===== config.mk =====
export PLATFORM = sky130hd
export DESIGN_NAME = indexed_priority_queue
export DESIGN_NICKNAME = d
export VERILOG_FILES = /design/src/sv/ipq_pkg.sv /design/src/sv/ipq_ram.sv /design/src/sv/indexed_priority_queue.sv
export SDC_FILE = /design/constraint.sdc
export NUM_CORES = 2
export LEC_CHECK = 0
export ABC_AREA = 1
export ABC_CLOCK_PERIOD_IN_PS = 11960
export BUFFER_PORTS_ARGS = -buffer_cell sky130_fd_sc_hd__buf_2
export CORE_ASPECT_RATIO = 1.75
export CORE_MARGIN = 10
export CORE_UTILIZATION = 40
export DETAILED_ROUTE_END_ITERATION = 12
export REMOVE_ABC_BUFFERS = 1
export SETUP_SLACK_MARGIN = 0.1
export SLEW_MARGIN = 20
export SYNTH_ARGS = -nofsm -noshare
export SYNTH_HDL_FRONTEND = slang
export SYNTH_HIERARCHICAL = 1
export SYNTH_SLANG_ARGS = --single-unit

===== constraint.sdc =====
create_clock -name clk -period 11.96 [get_ports clk]
set_clock_uncertainty 0.05 [all_clocks]
set_input_delay 1.196 -clock clk [delete_from_list [all_inputs] [get_ports clk]]
set_output_delay 1.196 -clock clk [all_outputs]
set_load 0.03 [all_outputs]

===== src/sv/ipq_pkg.sv =====
// Shared types, codes and defaults for the indexed priority queue.
// No dependencies; imported by indexed_priority_queue.
package ipq_pkg;

  localparam int CAPACITY_DEF = 64;
  localparam int ID_SPACE_DEF = 256;

  typedef enum logic [1:0] {
    OP_ADD    = 2'd0,
    OP_REMOVE = 2'd1,
    OP_TOGGLE = 2'd2,
    OP_POP    = 2'd3
  } opcode_t;

  typedef enum logic [2:0] {
    ST_OK       = 3'd0,
    ST_FULL     = 3'd1,
    ST_EMPTY    = 3'd2,
    ST_NOTFOUND = 3'd3,
    ST_DUP      = 3'd4
  } status_t;

  // Heap entry: priority, takeaway flag, order id.
  typedef struct packed {
    logic [7:0] prio;
    logic       take;
    logic [7:0] id;
  } entry_t;

  localparam int ENTRY_W = $bits(entry_t);

  // Smaller key is served first; takeaway set ranks ahead.
  function automatic logic [16:0] rank_key(entry_t e);
    rank_key = {e.prio, ~e.take, e.id};
  endfunction

endpackage


===== src/sv/ipq_ram.sv =====
// Generic single-write, single-read RAM with registered read data.
// No dependencies.
module ipq_ram #(
  parameter int WIDTH = 8,
  parameter int DEPTH = 16
) (
  input  logic                     clk,
  input  logic                     we,
  input  logic [$clog2(DEPTH)-1:0] waddr,
  input  logic [WIDTH-1:0]         wdata,
  input  logic [$clog2(DEPTH)-1:0] raddr,
  output logic [WIDTH-1:0]         rdata
);

  logic [WIDTH-1:0] mem [DEPTH];

  always_ff @(posedge clk) begin
    if (we) begin
      mem[waddr] <= wdata;
    end
    rdata <= mem[raddr];
  end

endmodule


===== src/sv/indexed_priority_queue.sv =====
// Top level of the indexed priority queue: binary min-heap plus id-to-slot map.
// Depends on ipq_pkg and ipq_ram.
//
//   channel  ports                                        direction  handshake
//   in       in_opcode in_order_id in_priority_req         input      in_valid / in_stall
//            in_takeaway
//   out      out_status out_top_id out_top_priority        output     out_valid / out_stall
//            out_top_takeaway out_occupancy
//
// One request at a time. Rejected requests load the result register at the accept
// edge. Add, remove, toggle and pop take longer for each level that the entry climbs
// or descends, bound by the single read port of the heap memory.
// Reset clears the id valid bits and the entry count at once; no clearing pass.
// The result sits in an output register; a new request waits until it has drained.
module indexed_priority_queue
  import ipq_pkg::*;
#(
  parameter int CAPACITY = CAPACITY_DEF,
  parameter int ID_SPACE = ID_SPACE_DEF
) (
  input  logic       clk,
  input  logic       rst_n,
  input  logic       in_valid,
  output logic       in_stall,
  input  logic [1:0] in_opcode,
  input  logic [7:0] in_order_id,
  input  logic [7:0] in_priority_req,
  input  logic       in_takeaway,
  output logic       out_valid,
  input  logic       out_stall,
  output logic [2:0] out_status,
  output logic [7:0] out_top_id,
  output logic [7:0] out_top_priority,
  output logic       out_top_takeaway,
  output logic [6:0] out_occupancy
);

  localparam int SLOT_W = $clog2(CAPACITY);
  localparam int CNT_W  = $clog2(CAPACITY + 1);
  localparam int IDX_W  = $clog2(ID_SPACE);
  localparam int CW     = CNT_W + 1;

  typedef enum logic [9:0] {
    S_IDLE      = 10'b0000000001,
    S_SLOT_WAIT = 10'b0000000010,
    S_TOP_WAIT  = 10'b0000000100,
    S_LOAD_WAIT = 10'b0000001000,
    S_UP_CHK    = 10'b0000010000,
    S_UP_CMP    = 10'b0000100000,
    S_DN_L      = 10'b0001000000,
    S_DN_R      = 10'b0010000000,
    S_DN_CMP    = 10'b0100000000,
    S_FIN_WR    = 10'b1000000000
  } state_t;

  state_t              state_r, state_nxt;
  logic [SLOT_W-1:0]   pos_r, pos_nxt;
  logic [CNT_W-1:0]    cnt_r, cnt_nxt;
  entry_t              cur_r, cur_nxt;
  entry_t              lft_r, lft_nxt;
  logic                have_rgt_r, have_rgt_nxt;
  opcode_t             op_r, op_nxt;
  logic [ID_SPACE-1:0] valid_r, valid_nxt;

  logic       out_valid_r, out_valid_nxt;
  logic [2:0] status_r, status_nxt;
  entry_t     top_r, top_nxt;
  logic [6:0] occ_r, occ_nxt;

  // memory ports
  logic              heap_we;
  logic [SLOT_W-1:0] heap_waddr, heap_raddr;
  entry_t            heap_wdata, heap_rdata;
  logic              map_we;
  logic [IDX_W-1:0]  map_waddr, map_raddr;
  logic [SLOT_W-1:0] map_wdata, map_rdata;

  ipq_ram #(.WIDTH(ENTRY_W), .DEPTH(CAPACITY)) u_heap_ram (
    .clk   (clk),
    .we    (heap_we),
    .waddr (heap_waddr),
    .wdata (heap_wdata),
    .raddr (heap_raddr),
    .rdata (heap_rdata)
  );

  ipq_ram #(.WIDTH(SLOT_W), .DEPTH(ID_SPACE)) u_map_ram (
    .clk   (clk),
    .we    (map_we),
    .waddr (map_waddr),
    .wdata (map_wdata),
    .raddr (map_raddr),
    .rdata (map_rdata)
  );

  // Hold new requests while busy or while a result still waits in the register,
  // so a finishing request never overwrites an undrained result.
  assign in_stall = (state_r != S_IDLE) || out_valid_r;

  logic              accept;
  logic [IDX_W-1:0]  in_idx;
  logic              id_ok;
  logic [SLOT_W-1:0] last_slot;
  logic [CNT_W-1:0]  cnt_dec;
  logic [CW-1:0]     left_w, right_w;
  logic [SLOT_W-1:0] parent;
  entry_t            best;
  logic [SLOT_W-1:0] best_pos;

  assign accept    = in_valid && !in_stall;
  assign in_idx    = IDX_W'(in_order_id);
  assign id_ok     = 32'(in_order_id) < ID_SPACE;
  assign cnt_dec   = cnt_r - CNT_W'(1);
  assign last_slot = SLOT_W'(cnt_dec);
  assign left_w    = (CW'(pos_r) << 1) + CW'(1);
  assign right_w   = left_w + CW'(1);
  assign parent    = (pos_r - SLOT_W'(1)) >> 1;

  // Pick the smallest of the moving entry and its children.
  always_comb begin
    best     = cur_r;
    best_pos = pos_r;
    if (rank_key(lft_r) < rank_key(best)) begin
      best     = lft_r;
      best_pos = left_w[SLOT_W-1:0];
    end
    if (have_rgt_r && (rank_key(heap_rdata) < rank_key(best))) begin
      best     = heap_rdata;
      best_pos = right_w[SLOT_W-1:0];
    end
  end

  always_comb begin
    state_nxt     = state_r;
    pos_nxt       = pos_r;
    cnt_nxt       = cnt_r;
    cur_nxt       = cur_r;
    lft_nxt       = lft_r;
    have_rgt_nxt  = have_rgt_r;
    op_nxt        = op_r;
    valid_nxt     = valid_r;
    out_valid_nxt = out_valid_r && out_stall;
    status_nxt    = status_r;
    top_nxt       = top_r;
    occ_nxt       = occ_r;
    heap_we       = 1'b0;
    heap_waddr    = pos_r;
    heap_wdata    = cur_r;
    heap_raddr    = '0;
    map_we        = 1'b0;
    map_waddr     = IDX_W'(cur_r.id);
    map_wdata     = pos_r;
    map_raddr     = in_idx;

    unique case (state_r)
      S_IDLE: begin
        if (accept) begin
          op_nxt  = opcode_t'(in_opcode);
          top_nxt = '0;
          unique case (opcode_t'(in_opcode))
            OP_ADD: begin
              if (!id_ok) begin
                status_nxt    = ST_NOTFOUND;
                occ_nxt       = 7'(cnt_r);
                out_valid_nxt = 1'b1;
              end else if (valid_r[in_idx]) begin
                status_nxt    = ST_DUP;
                occ_nxt       = 7'(cnt_r);
                out_valid_nxt = 1'b1;
              end else if (cnt_r == CNT_W'(CAPACITY)) begin
                status_nxt    = ST_FULL;
                occ_nxt       = 7'(cnt_r);
                out_valid_nxt = 1'b1;
              end else begin
                cur_nxt           = '{prio: in_priority_req, take: in_takeaway,
                                      id: in_order_id};
                pos_nxt           = SLOT_W'(cnt_r);
                cnt_nxt           = cnt_r + CNT_W'(1);
                valid_nxt[in_idx] = 1'b1;
                state_nxt         = S_UP_CHK;
              end
            end
            OP_REMOVE, OP_TOGGLE: begin
              if (!id_ok || !valid_r[in_idx]) begin
                status_nxt    = ST_NOTFOUND;
                occ_nxt       = 7'(cnt_r);
                out_valid_nxt = 1'b1;
              end else begin
                if (opcode_t'(in_opcode) == OP_REMOVE) begin
                  valid_nxt[in_idx] = 1'b0;
                end
                state_nxt = S_SLOT_WAIT;
              end
            end
            OP_POP: begin
              if (cnt_r == '0) begin
                status_nxt    = ST_EMPTY;
                occ_nxt       = 7'(cnt_r);
                out_valid_nxt = 1'b1;
              end else begin
                heap_raddr = '0;
                state_nxt  = S_TOP_WAIT;
              end
            end
            default: ;
          endcase
        end
      end
      S_SLOT_WAIT: begin
        pos_nxt = map_rdata;
        if (op_r == OP_TOGGLE) begin
          heap_raddr = map_rdata;
          state_nxt  = S_LOAD_WAIT;
        end else if (map_rdata != last_slot) begin
          heap_raddr = last_slot;
          cnt_nxt    = cnt_dec;
          state_nxt  = S_LOAD_WAIT;
        end else begin
          cnt_nxt       = cnt_dec;
          status_nxt    = ST_OK;
          occ_nxt       = 7'(cnt_dec);
          out_valid_nxt = 1'b1;
          state_nxt     = S_IDLE;
        end
      end
      S_TOP_WAIT: begin
        top_nxt                            = heap_rdata;
        valid_nxt[IDX_W'(heap_rdata.id)]   = 1'b0;
        cnt_nxt                            = cnt_dec;
        pos_nxt                            = '0;
        if (cnt_dec != '0) begin
          heap_raddr = last_slot;
          state_nxt  = S_LOAD_WAIT;
        end else begin
          status_nxt    = ST_OK;
          occ_nxt       = 7'(cnt_dec);
          out_valid_nxt = 1'b1;
          state_nxt     = S_IDLE;
        end
      end
      S_LOAD_WAIT: begin
        cur_nxt = heap_rdata;
        if (op_r == OP_TOGGLE) begin
          cur_nxt.take = ~heap_rdata.take;
        end
        state_nxt = S_UP_CHK;
      end
      S_UP_CHK: begin
        if (pos_r == '0) begin
          state_nxt = S_DN_L;
        end else begin
          heap_raddr = parent;
          state_nxt  = S_UP_CMP;
        end
      end
      S_UP_CMP: begin
        // Move the parent down into the hole and climb.
        if (rank_key(cur_r) < rank_key(heap_rdata)) begin
          heap_we    = 1'b1;
          heap_wdata = heap_rdata;
          map_we     = 1'b1;
          map_waddr  = IDX_W'(heap_rdata.id);
          pos_nxt    = parent;
          state_nxt  = S_UP_CHK;
        end else begin
          state_nxt = S_DN_L;
        end
      end
      S_DN_L: begin
        if (left_w < CW'(cnt_r)) begin
          heap_raddr = left_w[SLOT_W-1:0];
          state_nxt  = S_DN_R;
        end else begin
          state_nxt = S_FIN_WR;
        end
      end
      S_DN_R: begin
        lft_nxt      = heap_rdata;
        have_rgt_nxt = right_w < CW'(cnt_r);
        heap_raddr   = right_w[SLOT_W-1:0];
        state_nxt    = S_DN_CMP;
      end
      S_DN_CMP: begin
        // Pull the smaller child up into the hole and descend.
        if (best_pos != pos_r) begin
          heap_we    = 1'b1;
          heap_wdata = best;
          map_we     = 1'b1;
          map_waddr  = IDX_W'(best.id);
          pos_nxt    = best_pos;
          state_nxt  = S_DN_L;
        end else begin
          state_nxt = S_FIN_WR;
        end
      end
      S_FIN_WR: begin
        heap_we       = 1'b1;
        map_we        = 1'b1;
        status_nxt    = ST_OK;
        occ_nxt       = 7'(cnt_r);
        out_valid_nxt = 1'b1;
        state_nxt     = S_IDLE;
      end
      default: state_nxt = S_IDLE;
    endcase
  end

  always_ff @(posedge clk) begin
    if (!rst_n) begin
      state_r     <= S_IDLE;
      cnt_r       <= '0;
      valid_r     <= '0;
      out_valid_r <= 1'b0;
    end else begin
      state_r     <= state_nxt;
      cnt_r       <= cnt_nxt;
      valid_r     <= valid_nxt;
      out_valid_r <= out_valid_nxt;
    end
  end

  always_ff @(posedge clk) begin
    pos_r      <= pos_nxt;
    cur_r      <= cur_nxt;
    lft_r      <= lft_nxt;
    have_rgt_r <= have_rgt_nxt;
    op_r       <= op_nxt;
    status_r   <= status_nxt;
    top_r      <= top_nxt;
    occ_r      <= occ_nxt;
  end

  assign out_valid        = out_valid_r;
  assign out_status       = status_r;
  assign out_top_id       = top_r.id;
  assign out_top_priority = top_r.prio;
  assign out_top_takeaway = top_r.take;
  assign out_occupancy    = occ_r;

endmodule

Word-level counts from Yosys, hierarchy flattened
Memory sizes are Yosys's and may differ from the RTL's. A register that Yosys moved wholly into a read port is not among the register bits.
Cells that the tools add are included.

operators by class
  reduce and logical (&&, ||, !) cells = 25
  multipliers = 0
  shift operators = 0
  magnitude comparators = 9
  bitwise operators = 9
  add/subtract/negate cells = 5
  multiplexer cells = 99
  equality and inequality tests = 36
  div/mod/pow operators = 0

operators by type and width
  operator                                                    number
  two-way mux 256 bit                                         5
  one-hot mux 256 bit (2 select lines)                        2
  AND 256 bit                                                 2
  inverter 256 bit                                            2
  bitwise OR 256 bit                                          1
  two-way mux 17 bit                                          9
  two-way mux 7 bit                                           15
  one-hot mux 17 bit (2 select lines)                         3
  one-hot mux 10 bit (9 select lines)                         1
  two-way mux 6 bit                                           12
  two-way mux 10 bit                                          7
  one-hot mux 6 bit (5 select lines)                          2
  less-than comparator 17 bit                                 3
  one-hot mux 7 bit (3 select lines)                          2
  one-hot mux 10 bit (3 select lines)                         1
  one-hot mux 7 bit (4 select lines)                          1
  two-way mux 3 bit                                           8
  inequality test 3 bit, second input constant                7
  less-than comparator 8 x 9 -> 1 bit, second input constant  2
  demux 1 bit (select 8 bit)                                  2
  >= comparator 8 x 1 -> 1 bit, second input constant         2
  less-than comparator 8 x 7 -> 1 bit                         2
  two-way mux 1 bit                                           16
  two-way mux 8 bit                                           2
  other kinds (50)                                            74

word-level totals
  output and inout port bits = 29
  RAM bits = 2624
  ROM bits = 0
  word-level logic and storage cells = 203
  bits in registers = 344
  memories = 2
  bits in latches = 0

memory list
  memory          words  bits a word  rd ports  clocked after Yosys merged registers in  wr ports  line           RTL
  u_map_ram.mem   256    6            1         1                                        1         ipq_ram.sv:15  logic [WIDTH-1:0] mem [DEPTH];
  u_heap_ram.mem  64     17           1         1                                        1         ipq_ram.sv:15

Logic depth before layout (Yosys ltp)
  depth after elaboration = 12
  mapped depth = 40

By module
The synthesis kept the hierarchy.

by module, submodules not included
  module                  area an instance (um2)  cells each  seq. area each (um2)  instances
  ipq_ram (u_map_ram)     63151.8                 5386        46244.4               1
  ipq_ram (u_heap_ram)    44466.4                 3748        33011.7               1
  indexed_priority_queue  25876.1                 4239        7587.3                1

Worst setup path after synthesis
No wires, ideal clock.

  path kind = reg2reg
  start = register pos_r[0], in the netlist heap_waddr[0]
  end = memory u_map_ram/mem[198][0] (netlist name) (enable)
  cell stages (with the launch flop) = 17
  data required time = 11.560 ns
  period minus slack after synthesis = 7.924 ns
  arrival time = 7.525 ns
  slack = 4.036 ns
  buffers on the path = 2
  path through = edfxtp_1 inv_1 ha_1 inv_1 o21ai_0 nand2_1 nand2_1 nand3_1 buf_2 nand3_1 nand2_1 inv_1 nand2_1 nor2_1 nand3_1 clkbuf_1 nor2_1

on the way
  longest elaborated chain between the ends = 8
  elaborated cells between the ends (all ways) = 11
  those cells by class = add/sub: 2; eq/ne: 1; mux: 8

ends and longest elaborated chain
  item                                                              line                                                          RTL
  from (decl)                                                       indexed_priority_queue.sv:57                                  logic [SLOT_W-1:0] pos_r, pos_nxt;
  from (signal assigned)                                            indexed_priority_queue.sv:323                                 pos_r <= pos_nxt;
  adder 7 x 1 -> 8 bit                                              indexed_priority_queue.sv:115                                 assign left_w = (CW'(pos_r) << 1) + CW'(1);
  adder 8 x 1 -> 8 bit / two-way mux 6 bit (equally long branches)  indexed_priority_queue.sv:116, indexed_priority_queue.sv:123
  two-way mux 6 bit                                                 indexed_priority_queue.sv:127                                 if (have_rgt_r && (rank_key(heap_rdata) < rank_key(best))) begin
  inequality test 6 bit (*)                                         indexed_priority_queue.sv:285                                 if (best_pos != pos_r) begin
  two-way mux 1 bit                                                 indexed_priority_queue.sv:285
  one-hot mux 1 bit (3 select lines)                                indexed_priority_queue.sv:155                                 unique case (state_r)
  two-way mux 1 bit                                                 ipq_ram.sv:18                                                 if (we) begin
  two-way mux 1 bit (not written as such)                           ipq_ram.sv:19                                                 mem[waddr] <= wdata;
  to (decl)                                                         ipq_ram.sv:15

Every way passes the cells marked *; elsewhere a longest branch is shown, timed or not.

Worst setup path in the final report
  start = register cur_r[7] (netlist name)
  end = memory u_map_ram/mem[155][2] (netlist name) (enable)

on the way
  longest elaborated chain between the ends = 11
  elaborated cells between the ends (all ways) = 18
  those cells by class = order compare: 3; eq/ne: 1; mux: 12; bitwise: 1; reduce/logical: 1

ends and longest elaborated chain
  item                                     line                           RTL
  from (decl)                              indexed_priority_queue.sv:59   entry_t cur_r, cur_nxt;
  from (signal assigned)                   indexed_priority_queue.sv:324  cur_r <= cur_nxt;
  less-than comparator 17 bit              indexed_priority_queue.sv:123  if (rank_key(lft_r) < rank_key(best)) begin
  two-way mux 17 bit                       indexed_priority_queue.sv:123
  inverter 1 bit                           ipq_pkg.sv:34                  rank_key = {e.prio, ~e.take, e.id};
  less-than comparator 17 bit              indexed_priority_queue.sv:127
  logical AND 1 bit                        indexed_priority_queue.sv:127
  two-way mux 6 bit                        indexed_priority_queue.sv:127
  inequality test 6 bit                    indexed_priority_queue.sv:285
  two-way mux 1 bit                        indexed_priority_queue.sv:285
  one-hot mux 1 bit (3 select lines)       indexed_priority_queue.sv:155
  two-way mux 1 bit                        ipq_ram.sv:18
  two-way mux 1 bit (not written as such)  ipq_ram.sv:19

Several ways; a longest one is shown, not always the timed one.

==> results.txt <==
----------------------------------------------------
[Status]
  Result of the run ... finished clean

[Clock network]
  Insertion delay to the later sink of the worst-skew pair ... slightly above 0.9 ns
  Number of CTS-inserted buffers ... 280
  Clock Pin Slew Worst Setup and Hold Paths ... approximately 0.060 ns
  Total clock sinks ... 2991
  Total of hold buffers inserted after clock tree synthesis ... 0
  Root buf cell ... clkbuf_16
  Post-CTS Setup Inserts ... 0
  Clock tree from TritonCTS ... built
  Cts repair resizes ... 0
  H-tree level count ... 5
  Clock buffer depth ... 4

[Floorplanning]
  Die W ... 457 um
  Die area ... 0.358 mm^2
  Floorplan die height ... around 800 um
  Area of the placeable core ... 0.332 mm^2
  Initial core utilization ... approximately two fifths
  Standard-cell rows ... 280
  Top-Level Pins ... 52

[Finish]
  Area growth from synthesis to layout ... 9.06%
  Total area of multi-input combinational cells ... 0.0404 mm^2
  Combined flip-flop and latch cell area ... 0.0868 mm^2
  Most common library cell in the layout ignoring fill and taps ... nand2_1
  Final nets ... 13100
  Layout cells sized above 1 ... 5.68%
  Commonest cells after routing, fill and taps aside ... nand2_1, nand3_1, edfxtp_1
  Area of all placed cells without fillers ... 0.146 mm^2
  Fillers ... 31400

[Setup path]
  Startpoint type of the worst setup path ... flop
  Crit path max-delay family ... simple AND/OR/NAND/NOR gates
  Launching point of the worst reg2reg path ... cur_r[7]
  Master of the slowest instance on the critical path ... nand3_1
  Capture point of the worst reg-to-reg path ... u_map_ram/mem[155][2]
  Worst EP required ... 12.39 ns
  Kind of critical path ... reg2reg
  Data arrival time of the worst path ... 9.48 ns
  Total buffers and inverters traversed by the critical path ... 4
  Top cell by count, worst path ... nand2_1
  Register-to-Register Path Depth ... 31
  Top fanout value on the critical path ... 45
  Worst R2R Setup Slack ... 2.91 ns
  Max stage delay on crit path ... 0.98 ns
  Type of element capturing the critical path ... flop

[Yosys]
  Post-synth top area cell ... edfxtp_1
  Number of library cell types mapped by synthesis ... 47
  Post-Synthesis Mean Instance Area ... 9.98 um^2
  Post-synth top area share ... 60.6%
  FF+latch count, synth ... roughly 3000
  Synthesized instance count ... 13400
  Ys Warns ... 6
  Proportion of synthesized chip area in sequential cells ... 65.1%
  Cells taking the most area after synthesis ... edfxtp_1, nand2_1, nand3_1
  Syn Std Cell Area ... 0.133 mm^2

[Detailed routing]
  First-pass DRT Iterations ... 8
  Routed length per instance ... between 20 and 25 um
  Number of nets with antenna violations after routing ... 0
  Count of vias placed by the detailed router ... ~100000
  Sum of routed wire length over all layers ... approximately 420 mm
  Number of DRC markers in iteration 0 ... 10000
  Remaining design rule violation count ... 0
  Average via count per standard cell ... ~5.6

[GRT]
  Wire length of the first global-routing pass ... 611 mm
  Overall track demand over capacity in global routing ... between 20% and 30%
  Initial antenna violation count ... 10
  Via count of the first global-routing pass ... between 90000 and 100k
  Global route total overflow ... 0
  Maximum number of pins on one net before global-route repair ... 191

[STA]
  Hold Fails Final Rpt ... 0
  Final total negative setup slack ... 0 ns
  Maximum clock frequency ... 110 MHz
  Number of max-slew violations in the final report ... 0
  Final hold slack ... ~0.4 ns
  Period minus WS final ... 9.05 ns
  Worst max-slew margin expressed relative to the limit ... between 10 and 15%
  RSZ-0062 raised after global routing ... no
  Worst Tran Pin Value ... approximately 1.3 ns
  Share of the clock period used by the worst path ... 75.7%
  Total of endpoints with negative setup slack in the final report ... 0

[Hold path]
  Class of the worst hold path ... reg2reg
  Instance count along the most critical hold path ... 2

[Power]
  P per Cell Area ... 185 mW/mm^2
  Max rail drop VDD ... 528 uV
  Overall power consumption ... approximately 0.027 W
  Static leakage power ... 51.2 nW

[Placed design]
  Placed cell area ... 0.137 mm^2
  Placed wire-length estimate after detailed placement ... 241 mm
  IO buf count ... 51
  GP Congestion ... roughly 0.89

[Job]
  Number of maximum-capacitance constraint violations ... 0

----------------------------------------------------
-- tightest hold or removal path: stages (launching register included) --
cell and delay (ns):
dfxtp_1 0.31, nand2_1 0.06, a21oi_1 0.05
-- kinds of logic (layout without fill, tap and decap cells) --
group | Yosys count | in the layout | share of synthesized area, %
simple gates | 8041 | 8041 | 25.8
flops | 2991 | 2991 | 65.1
buf+inv | 1413 | 1215 | 4.84
compound gates | 837 | 837 | 3.50
fa+ha+maj | 71 | 71 | 0.665
xor+xnor | 19 | 19 | 0.125
mux | 1 | 1 | 0.00843
other cells | 0 | 8 | 0
-- per-layer routing --
layer  vias up  routed length, um  GRT usage (%)
li1      45500                  -              -
met1     47700             153000           25.9
met2      4098             206000           38.7
met3      1133              27600           2.79
met4         4              29600           13.9
met5         -                 29              0
-- how the worst max path moves through the flow --
stage / start / slack (ns) / cells after the start / endpoint
finish: cur_r[7] / 2.91 / 31 / u_map_ram/mem[155][2]
detailed placement: cur_r[12] / 3.24 / 31 / u_map_ram/mem[155][0]
global placement: cur_r[12] / 3.20 / 32 / u_map_ram/mem[153][0]
global route: cur_r[11] / 2.35 / 33 / u_map_ram/mem[145][2]
floorplan: heap_waddr[0] / -40.44 / 16 / u_heap_ram/rdata[0]
CTS: cur_r[8] / 3.17 / 30 / u_map_ram/mem[144][2]
-- state kept, by name, summed over array words and instances, names as in the netlist, 2 cells and up, named ones only --
name	count
cur_r	17
lft_r	17
u_map_ram/rdata	6
out_occupancy	7
out_status	3
op_r	2
cnt_r	7
out_top_priority	8
out_top_id	8
u_map_ram/mem	1536
u_heap_ram/rdata	17
state_r	10
u_heap_ram/mem	1088
heap_waddr	6
-- synthesized netlist by cell type (all sizes together) --
cell and instances:
a211oi 3, a21boi 2, a21o 3, a21oi 307
a221oi 2, a22oi 8, a31oi 1, buf 573
clkbuf 383, clkinv 8, dfxtp 297, edfxtp 2694
ha 71, inv 449, mux2 1, nand2 4183
nand3 2749, nand3b 1, nand4 282, nor2 780
nor3 39, nor4 4, o2111ai 7, o211ai 5
o21a 2, o21ai 342, o21bai 1, o221ai 4
o22ai 8, o31ai 142, or2 3, xnor2 3
xor2 16
-- stage by stage --
stage / std cells / worst slack [ns] / util (%)
floorplan: 12400 / -40.44 / -
global placement: 17100 / 3.20 / 41.1
detailed placement: 17100 / 3.24 / 41.1
CTS: 17500 / 3.17 / 43.8
global route: 17500 / 2.35 / 43.8
finish: 17600 / 2.91 / 43.8
-- power breakdown --
part	switching, W	internal, W
sequential	0.000134	0.0126
combinational	0.00447	0.000782
clock	0.00393	0.00504
-- cell type report --
cell class	instances	share of cell area, %
antenna	8	0.0137
clock buffer	354	5.18
clock inverter	137	0.985
inverter	457	1.22
multi-input combinational	8969	27.8
sequential	2991	59.6
tap	4371	3.76
timing repair buffer	267	1.44
Note: power is estimated with default switching activity, not from simulation.
